--- src/rtl/spq_pkg.sv ---
// Shared types and request codes for the sorted priority queue.
// No dependencies; imported by the controller, datapath and top level.
package spq_pkg;

  typedef enum logic [1:0] {
    REQ_ENQUEUE = 2'd0,
    REQ_DEQUEUE = 2'd1,
    REQ_QUERY   = 2'd2
  } req_code_t;

  typedef enum logic {
    ST_READY = 1'b0,
    ST_HOLD  = 1'b1
  } ctrl_state_t;

  // controller -> datapath
  typedef struct packed {
    logic load;  // capture a new result
    logic enq;   // insert the incoming entry
    logic deq;   // drop the front entry
    logic err;   // request flagged, storage unchanged
  } spq_cmd_t;

  // datapath -> controller
  typedef struct packed {
    logic full;
    logic empty;
  } spq_status_t;

endpackage

--- src/rtl/spq_ctrl.sv ---
// Handshake and request decode for the sorted priority queue.
// Depends on spq_pkg; drives the command struct into spq_datapath.
module spq_ctrl
  import spq_pkg::*;
(
  input  logic        clk,
  input  logic        rst,
  input  logic        in_valid,
  output logic        in_ready,
  output logic        out_valid,
  input  logic        out_ready,
  input  logic [1:0]  req_type,
  input  spq_status_t status,
  output spq_cmd_t    cmd
);

  ctrl_state_t state, state_next;
  logic        accept;

  assign accept = in_valid && in_ready;

  always_ff @(posedge clk) begin
    if (rst) begin
      state <= ST_READY;
    end else begin
      state <= state_next;
    end
  end

  always_comb begin
    state_next = state;
    unique case (state)
      ST_READY: begin
        if (accept) state_next = ST_HOLD;
      end
      ST_HOLD: begin
        if (out_ready && !accept) state_next = ST_READY;
      end
      default: state_next = ST_READY;
    endcase
  end

  always_comb begin
    in_ready  = 1'b0;
    out_valid = 1'b0;
    cmd       = '0;
    unique case (state)
      ST_READY: in_ready = 1'b1;
      ST_HOLD: begin
        // result taken this cycle frees the output register
        in_ready  = out_ready;
        out_valid = 1'b1;
      end
      default: ;
    endcase
    cmd.load = accept;
    unique case (req_type)
      REQ_ENQUEUE: begin
        cmd.enq = accept && !status.full;
        cmd.err = status.full;
      end
      REQ_DEQUEUE: begin
        cmd.deq = accept && !status.empty;
        cmd.err = status.empty;
      end
      default: ;  // query and unused code change nothing
    endcase
  end

endmodule

--- src/rtl/spq_datapath.sv ---
// Sorted slot storage with parallel compare, plus the result registers.
// Depends on spq_pkg; commanded by spq_ctrl.
module spq_datapath
  import spq_pkg::*;
#(
  parameter int CAPACITY = 16
) (
  input  logic                          clk,
  input  logic                          rst,
  input  spq_cmd_t                      cmd,
  output spq_status_t                   status,
  input  logic [15:0]                   item_tag,
  input  logic [15:0]                   item_priority,
  output logic [15:0]                   front_tag,
  output logic [15:0]                   front_priority,
  output logic [$clog2(CAPACITY+1)-1:0] entry_count,
  output logic                          is_empty,
  output logic                          req_error
);

  localparam int CNT_W = $clog2(CAPACITY + 1);

  logic [15:0]      slot_priority [CAPACITY];
  logic [15:0]      slot_tag      [CAPACITY];
  logic [15:0]      slot_priority_next [CAPACITY];
  logic [15:0]      slot_tag_next      [CAPACITY];
  logic [CAPACITY-1:0] gt;
  logic [CAPACITY-1:0] take;
  logic [CNT_W-1:0] count, count_next;

  assign status.full  = (count == CNT_W'(CAPACITY));
  assign status.empty = (count == '0);

  // occupied slots whose priority is strictly larger move back one place
  for (genvar i = 0; i < CAPACITY; i++) begin : g_slot
    assign gt[i]   = (CNT_W'(i) < count) && (slot_priority[i] > item_priority);
    assign take[i] = gt[i] || (CNT_W'(i) == count);

    always_comb begin
      slot_priority_next[i] = slot_priority[i];
      slot_tag_next[i]      = slot_tag[i];
      if (cmd.enq && take[i]) begin
        if (i > 0 && gt[(i > 0) ? i - 1 : 0]) begin
          slot_priority_next[i] = slot_priority[(i > 0) ? i - 1 : 0];
          slot_tag_next[i]      = slot_tag[(i > 0) ? i - 1 : 0];
        end else begin
          slot_priority_next[i] = item_priority;
          slot_tag_next[i]      = item_tag;
        end
      end else if (cmd.deq && i < CAPACITY - 1) begin
        slot_priority_next[i] = slot_priority[(i < CAPACITY - 1) ? i + 1 : i];
        slot_tag_next[i]      = slot_tag[(i < CAPACITY - 1) ? i + 1 : i];
      end
    end

    always_ff @(posedge clk) begin
      slot_priority[i] <= slot_priority_next[i];
      slot_tag[i]      <= slot_tag_next[i];
    end
  end

  always_comb begin
    count_next = count;
    if (cmd.enq) begin
      count_next = count + CNT_W'(1);
    end else if (cmd.deq) begin
      count_next = count - CNT_W'(1);
    end
  end

  always_ff @(posedge clk) begin
    if (rst) begin
      count <= '0;
    end else begin
      count <= count_next;
    end
  end

  // result reflects the queue after the request
  always_ff @(posedge clk) begin
    if (cmd.load) begin
      front_tag      <= (count_next != '0) ? slot_tag_next[0] : 16'd0;
      front_priority <= (count_next != '0) ? slot_priority_next[0] : 16'd0;
      entry_count    <= count_next;
      is_empty       <= (count_next == '0);
      req_error      <= cmd.err;
    end
  end

endmodule

--- src/rtl/sorted_priority_queue_top.sv ---
// Sorted priority queue: request channel in, result channel out.
// Request: req_type (0 enqueue, 1 dequeue, 2 query), item_tag, item_priority,
// taken when in_valid and in_ready are high at a clock edge.
// Result: front_tag, front_priority, entry_count, is_empty, req_error,
// one per request, describing the queue after that request.
// The result is registered: it is valid the cycle after the request is taken.
// Throughput: one request per cycle while the receiver takes each result;
// slot compares and shifts all happen in parallel across the CAPACITY slots.
// A pending result sits in an output register; while the receiver stalls,
// in_ready stays low, and it rises in the cycle the result is taken, so a
// new request can enter as the old result leaves.
// Enqueue when full or dequeue when empty sets req_error and leaves the
// queue as is. Front fields read zero when the queue is empty.
// Reset (rst, synchronous) empties the queue and drops any pending result.
// Depends on spq_pkg, spq_ctrl and spq_datapath.
module sorted_priority_queue_top
  import spq_pkg::*;
#(
  parameter int CAPACITY = 16
) (
  input  logic                          clk,
  input  logic                          rst,
  input  logic                          in_valid,
  output logic                          in_ready,
  input  logic [1:0]                    req_type,
  input  logic [15:0]                   item_tag,
  input  logic [15:0]                   item_priority,
  output logic                          out_valid,
  input  logic                          out_ready,
  output logic [15:0]                   front_tag,
  output logic [15:0]                   front_priority,
  output logic [$clog2(CAPACITY+1)-1:0] entry_count,
  output logic                          is_empty,
  output logic                          req_error
);

  spq_cmd_t    cmd;
  spq_status_t status;

  spq_ctrl u_ctrl (
    .clk       (clk),
    .rst       (rst),
    .in_valid  (in_valid),
    .in_ready  (in_ready),
    .out_valid (out_valid),
    .out_ready (out_ready),
    .req_type  (req_type),
    .status    (status),
    .cmd       (cmd)
  );

  spq_datapath #(
    .CAPACITY (CAPACITY)
  ) u_datapath (
    .clk            (clk),
    .rst            (rst),
    .cmd            (cmd),
    .status         (status),
    .item_tag       (item_tag),
    .item_priority  (item_priority),
    .front_tag      (front_tag),
    .front_priority (front_priority),
    .entry_count    (entry_count),
    .is_empty       (is_empty),
    .req_error      (req_error)
  );

endmodule
--- config.mk ---
export PLATFORM = sky130hd
export DESIGN_NAME = sorted_priority_queue_top
export DESIGN_NICKNAME = d
export VERILOG_FILES = /design/src/rtl/spq_pkg.sv /design/src/rtl/spq_ctrl.sv /design/src/rtl/spq_datapath.sv /design/src/rtl/sorted_priority_queue_top.sv
export SDC_FILE = /design/constraint.sdc
export NUM_CORES = 1
export LEC_CHECK = 0
export ABC_AREA = 1
export BUFFER_PORTS_ARGS = -buffer_cell sky130_fd_sc_hd__clkbuf_2
export CORE_AREA = 5 5 253 255
export CTS_CLUSTER_SIZE = 20
export DETAILED_ROUTE_END_ITERATION = 12
export DIE_AREA = 0 0 258 260
export MAX_ROUTING_LAYER = met4
export PLACE_DENSITY = 0.76
export SLEW_MARGIN = 5
export SYNTH_ARGS = -nofsm -noshare
export SYNTH_HDL_FRONTEND = slang
export SYNTH_SLANG_ARGS = --single-unit
--- constraint.sdc ---
create_clock -name clk -period 6.15 [get_ports clk]
set_input_delay 1.23 -clock clk [delete_from_list [all_inputs] [get_ports clk]]
set_output_delay 1.23 -clock clk [all_outputs]
set_load 0.1 [all_outputs]
==> results of run 1 <==
-- cell type report --
type	instances	area share (%)
inverter	185	1.757
timing repair buffer	205	3.578
clock inverter	40	0.8456
clock buffer	74	4.102
sequential	557	41.22
antenna	4	0.02524
tap	790	2.493
multi-input combinational	3869	45.98
-- flip-flops by register name (all words and copies together) (netlist names) --
register,cells
u_datapath.front_priority,16
u_datapath.front_tag,16
u_datapath.is_empty,1
u_datapath.slot_tag,256
u_ctrl.state,1
u_datapath.entry_count,5
u_datapath.count,5
u_datapath.req_error,1
u_datapath.slot_priority,256
-- worst register-to-register path, cell delays in order (launching register included) --
cell     delay (ps)
dfxtp_1         430
inv_1           220
ha_1            310
inv_1            80
nor2_2          210
nand2_2         180
nand3_4         260
inv_2            80
buf_4           250
nand2_1         110
o21ai_0          80
a21oi_1         310
nand2_1         150
nor2_4          650
nor2_1          210
-- path summary, 6_finish.rpt --
kind	to	slack (ps)	cells past startpoint
hold reg to reg	u_ctrl.state$_SDFF_PP0_	540	2
setup reg to reg	u_datapath.front_tag[14]$_SDFFCE_PP0P_	2340	14
setup / recovery	u_datapath.slot_priority[0][21]$_DFFE_PP_	1620	15
hold / removal	u_ctrl.state$_SDFF_PP0_	540	2
-- logic make-up (layout without fill, tap and decap cells) --
group	after synthesis	in the layout	synth area share, %
AOI/OAI and AO/OA	259	259	4.016
xor gates and xnor gates	4	4	0.09604
adders and majority gates	261	261	8.951
buffers and inverters	469	504	5.250
DFF	557	557	44.80
other	0	4	0
and+or+nand+nor	3345	3345	36.89
-- power groups by stage --
stage	registers, mW	clock network, mW	logic (mW)
after detailed placement	4.58	0	1.92
after CTS	4.51	3.67	1.93
after floorplan	4.82	0	1.10
after global placement	4.59	0	1.88
after global routing	4.52	3.84	2.17
final	4.52	3.67	1.97
-- placed cells by master (no fill, tap or decap), types with 3 or more instances in the layout --
cell type	n
a21oi_1	162
a21oi_2	6
a22oi_2	3
a31oi_2	3
buf_12	6
buf_4	121
bufinv_16	4
clkbuf_1	9
clkbuf_16	62
clkbuf_2	78
clkbuf_8	3
clkinv_1	7
clkinv_2	16
clkinv_4	3
clkinvlp_4	6
dfxtp_1	38
diode_2	4
edfxtp_1	519
ha_1	261
inv_1	166
inv_2	18
inv_6	3
nand2_1	2566
nand2_2	11
nand3_1	607
nand4_1	13
nor2_1	128
nor2_2	4
nor3_1	7
o21a_1	10
o21ai_0	51
o21ai_1	7
o21bai_1	7
-- per-stage QoR --
stage / instance area [µm²] / hold WS [ps]
after floorplan: 36490 / 494.4
after global placement: 37680 / 518.7
after detailed placement: 37680 / 513.6
after CTS: 39650 / 544.3
after global routing: 39650 / 570.9
final: 39660 / 542.3
-- layer usage --
layer / track usage [%] / share of wire [%]
met1: 55.85 / 40
met2: 50.15 / 39
met3: 7.291 / 15
met4: 18.75 / 6.1
met5: - / 0
==> impl_metrics.csv, run 1 <==
group,metric,value,unit
yosys,synth_flop_cell,"edfxtp_1",
clock_tree,ctsLongestPathBuffers,3,
timing,clock.fmax,0.2209,GHz
power,power_leakage,19.40,nW
power,power.share.combinational,19.4,%
critical_path,cp_slowest_cell,"clkbuf_2",
power,power.share.switching,31.98,%
critical_path,worstSetupStartpoint,"item_priority[15]",
critical_path,required,6540,ps
layout,multi_input_gate_area,18230,µm²
timing,max-slew-margin-rel,34.56,%
yosys,netlist.top_cell.by_area,"edfxtp_1",
layout,filler_cells,5366,
timing,tightest_slew,973.3,ps
power,power_frac_seq,44.5,%
grt,grtUsageTotal,38.00,%
yosys,mappedNetlistNets,5194,
placement,dp_hpwl,90260,µm
critical_path,critical_path.cell_chain,"clkbuf_2 > inv_1 > ha_1 > nand2_1 > nor2_1 > nand2_1 > nor3_1 > a21oi_2 > nand2_2 > buf_4 > nand2_1 > nand2_2 > inv_2 > nand2_1 > nand2_1",
die,die_h,260,µm
placement,port_buffers,78,
die,die_area,67080,µm²
yosys,synthesis.yosys.warnings,0,
yosys,postSynthRegisterBits,557,
power,report.power.total,10.16,mW
yosys,postSynthAreaPerCell,7.454,µm²
routing,routedWlPerCell,22.22,µm
grt,globalRouteOverflowTotal,0,
timing,report.final.slew_viol_count,0,
yosys,post-synth-top-area-fraction,42.72,%
clock_tree,insertion_delay,640,ps
routing,num_vias,34500,
clock_tree,htreeDepth,2,
die,floorplan.initialDensity,59.45,%
routing,drt-vias-per-instance,6.027,
layout,post_layout_utilization_of_the_core,64.62,%
die,fp-row-count,91,
layout,final_cell_count_no_fill,5724,
power,power_frac_clock,36.2,%
yosys,yosys-top-cells-area,"edfxtp_1, nand2_1, ha_1",
timing,setup_slack,1623,ps
layout,layout-area-overhead-vs-synth,8.690,%
placement,post-place-cells,5606,
die,placeableCoreArea,61370,µm²
critical_path,cp-start-kind,"input pin",
clock_tree,holdBufCountCts,0,
placement,gp_routability_congestion,1.033,
power,power_report.internal_total,6.908,mW
grt,first_pass_grt_wire_length,190600,µm
clock_tree,post_cts_resized,0,
critical_path,worst_setup_path_end_kind,"flop",
yosys,postSynthCellCount,4895,
run,max_cap_violations,0,
timing,worst_clock_skew,19.42,ps
clock_tree,cts_inserted_buffers,61,
timing,hold_violations,0,
grt,first_global_vias,30930,
grt,largest_net_degree_at_the_start_of_global_routing,65,
power,worst_ir_drop_vdd,0.2196,mV
layout,final_layout_size_suffix_gt1_share,7.323,%
yosys,summed_instance_area_of_the_synthesized_netlist,36480,µm²
clock_tree,clockRootBuffer,"clkbuf_16",
worst_hold_path,worst_hold_path_type,"flop to flop",
yosys,synth_cell_type_count,40,
timing,rsz0062_at_grt,"no",
clock_tree,cts_setup_buffers,0,
layout,layout.area.seq,16350,µm²
routing,drt_first_pass_iters,7,
critical_path,worstPathBufferInverterCount,4,
routing,drt_first_iter_violations,5273,
clock_tree,tritoncts,"done",
critical_path,worstPathArrival,4910,ps
critical_path,setup.worst_path.class,"input pin to flop",
yosys,synthArstFlopShare,0,%
worst_hold_path,holdCritStartpoint,"u_ctrl.state$_SDFF_PP0_",
yosys,synth_commonest_cells,"nand2_1, nand3_1, edfxtp_1, ha_1, clkbuf_1",
die,floorplan.die.width,258,µm
routing,drtAntennaViolNets,0,
yosys,synth.most_common_cell,"nand2_1",
timing,timing.setup.tns,0,ps
grt,number_of_antenna_violations_at_the_first_check_in_global_routing,2,
routing,drt_wl_total,127200,µm
clock_tree,clk_transition_reported_paths,60,ps
power,power_density,256.1,nW/µm²
placement,dp_worst_setup_slack,1107,ps
critical_path,cpLargestDelayFamily,"buffers and inverters",
outcome,status,"finished, final reports clean",
critical_path,worst_r2r_startpoint,"u_datapath.count[1]$_SDFF_PP0_",
timing,report.final.setup_viol,0,
critical_path,slowest_delay,490,ps
critical_path,crit_fanout,34,
die,i_o_pin_count,79,
yosys,synth-edff-count,519,
timing,post-route-period-util,73.60,%
layout,design.final.nets,5178,
timing,layout_min_cycle_time,4527,ps
power,p_switching,3.248,mW
critical_path,critical-path-top-cell-by-count,"nand2_1",
yosys,synth-seq-area-share,44.80,%
clock_tree,clock-sinks,557,
routing,final_routed_drc_violation_total,0,
Power figures use the tool's default switching activity.
==> run 2, diff against run 1 <==
--- a/config.mk
+++ b/config.mk
@@ -7,12 +7,12 @@
 export LEC_CHECK = 0
 export ABC_AREA = 1
 export BUFFER_PORTS_ARGS = -buffer_cell sky130_fd_sc_hd__clkbuf_2
-export CORE_AREA = 5 5 253 255
+export CORE_AREA = 5 5 257 259
 export CTS_CLUSTER_SIZE = 20
 export DETAILED_ROUTE_END_ITERATION = 12
-export DIE_AREA = 0 0 258 260
+export DIE_AREA = 0 0 262 264
 export MAX_ROUTING_LAYER = met4
-export PLACE_DENSITY = 0.76
+export PLACE_DENSITY = 0.77
 export SLEW_MARGIN = 5
 export SYNTH_ARGS = -nofsm -noshare
 export SYNTH_HDL_FRONTEND = slang
==> constraint.sdc (replaced) <==
create_clock -name clk -period 3.9 [get_ports clk]
set_input_delay 0.78 -clock clk [delete_from_list [all_inputs] [get_ports clk]]
set_output_delay 0.78 -clock clk [all_outputs]
set_load 0.1 [all_outputs]
==> run 2 against run 1 <==
Against the previous run:
- sequential share of layout area shrank 0.40 points
- first-iteration DRC count shrank 5.0%
- die area grew 3.1%
- via count grew 0.36%
- non-clock buffer count grew 18
- clock power grew 64%
- total power grew 60%
- clock skew grew 6.5 ps
- largest cell class unchanged
==> impl_metrics.csv, run 2 (same netlist as run 1, synthesis figures left out) <==
group,metric,value,unit
outcome,status,"finished, final reports clean",
grt,largest_net_degree_at_the_start_of_global_routing,65,
timing,clock.fmax,0.2970,GHz
layout,n_antenna_cell,0,
timing,timing.setup.tns,0,ps
layout,final_cell_count_no_fill,5803,
timing,post-route-period-util,86.35,%
routing,routedWlPerCell,22.31,µm
routing,num_vias,34620,
layout,layout.cells.most_common_list,"nand2_1, nand3_1, edfxtp_1",
routing,drt-vias-per-instance,5.967,
routing,drt_first_iter_violations,5011,
power,report.power.total,16.30,mW
layout,design.final.nets,5196,
timing,setup_slack,532.5,ps
critical_path,setup.worst_path.class,"flop to flop",
critical_path,cp-start-kind,"flop",
grt,grtUsageTotal,37.42,%
timing,max-slew-margin-rel,42.05,%
worst_hold_path,worst_hold_path_type,"input pin to flop",
power,worst_ir_drop_vdd,0.3116,mV
clock_tree,post_cts_resized,0,
clock_tree,clock-sinks,557,
clock_tree,clockRootBuffer,"clkbuf_16",
layout,post_layout_utilization_of_the_core,62.92,%
clock_tree,htreeDepth,2,
timing,report.final.slew_viol_count,0,
clock_tree,tritoncts,"done",
layout,final_common_cell,"nand2_1",
clock_tree,ctsLongestPathBuffers,3,
timing,rsz0062_at_grt,"no",
power,power_density,407.0,nW/µm²
placement,dp_worst_setup_slack,378.5,ps
die,die_h,264,µm
clock_tree,clk_transition_reported_paths,70,ps
run,max_cap_violations,0,
timing,hold_ws,405.0,ps
layout,biggestRegsByFlops,"u_datapath.slot_priority x256, u_datapath.slot_tag x256",
routing,drt_first_pass_iters,6,
die,placeableCoreArea,63650,µm²
layout,filler_cells,5719,
placement,port_buffers,78,
routing,drt_wl_total,129500,µm
placement,postPlaceCellArea,37990,µm²
clock_tree,cts_inserted_buffers,61,
placement,post-place-cells,5689,
layout,final_layout_size_suffix_gt1_share,7.559,%
critical_path,worstPathArrival,3740,ps
die,fp-row-count,93,
timing,hold_violations,0,
die,die_area,69170,µm²
routing,drtAntennaViolNets,0,
timing,worst_clock_skew,25.92,ps
clock_tree,insertion_delay,640,ps
critical_path,required,4270,ps
die,floorplan.die.width,262,µm
timing,layout_min_cycle_time,3367,ps
clock_tree,cts_setup_buffers,0,
critical_path,worst_setup_path_end_kind,"flop",
timing,report.final.setup_viol,0,
clock_tree,holdBufCountCts,0,
layout,final_area,40050,µm²
placement,gp_routability_congestion,1.005,
grt,first_global_vias,31720,
placement,dp_hpwl,91730,µm
power,power_leakage,19.57,nW
die,floorplan.initialDensity,57.32,%
grt,first_pass_grt_wire_length,192900,µm
critical_path,crit_fanout,33,
grt,globalRouteOverflowTotal,0,
timing,tightest_slew,869.2,ps
routing,final_routed_drc_violation_total,0,
die,i_o_pin_count,79,
grt,number_of_antenna_violations_at_the_first_check_in_global_routing,1,
layout,layout-area-overhead-vs-synth,9.760,%
-- run 2: report_power, final --
part | total, mW | switching, mW | internal [mW]
combinational | 3.13 | 2.31 | 0.818
sequential | 7.16 | 0.305 | 6.85
clock | 6.01 | 2.53 | 3.48
total | 16.3 | 5.15 | 11.1
-- run 2: metal layers --
layer	up-vias	track usage [%]	part of all wire (%)
li1	16060	-	-
met3	394	9.586	15
met1	15690	53.29	39
met5	-	-	0
met2	2478	50.31	40
met4	0	16.84	5.8
-- run 2: worst max-delay path, stage by stage (launching register included) --
cell and delay [ps]:
dfxtp_1 300, buf_4 170, inv_1 180, ha_1 290, inv_1 80, nor2_2 220, nand2_2 170, nand3_4 340
inv_2 130, nand2_1 80, o21ai_0 70, a21oi_1 320, nand2_1 150, nor2_4 110, buf_4 350, nor2_1 120
-- run 2: cell type report --
| class | instances | area, µm² | share of cell area (%) |
|---|---|---|---|
| Clock buffer | 84 | 1800 | 4.496 |
| Sequential cell | 557 | 16350 | 40.82 |
| Multi-Input combinational cell | 3869 | 18230 | 45.53 |
| Clock inverter | 30 | 257.7 | 0.6436 |
| Tap cell | 855 | 1070 | 2.671 |
| Timing Repair Buffer | 223 | 1642 | 4.099 |
| Inverter | 185 | 696.9 | 1.740 |
-- run 2: final timing paths --
check                                         from                                     to  slack (ps)  cells past startpoint
min                                            rst         u_datapath.count[3]$_SDFF_PP0_         410                      2
max reg2reg         u_datapath.count[1]$_SDFF_PP0_  u_datapath.front_tag[8]$_SDFFCE_PP0P_         530                     15
max                 u_datapath.count[1]$_SDFF_PP0_  u_datapath.front_tag[8]$_SDFFCE_PP0P_         530                     15
min reg2reg  u_datapath.slot_tag[1][116]$_DFFE_PP_  u_datapath.slot_tag[1][100]$_DFFE_PP_         550                      2
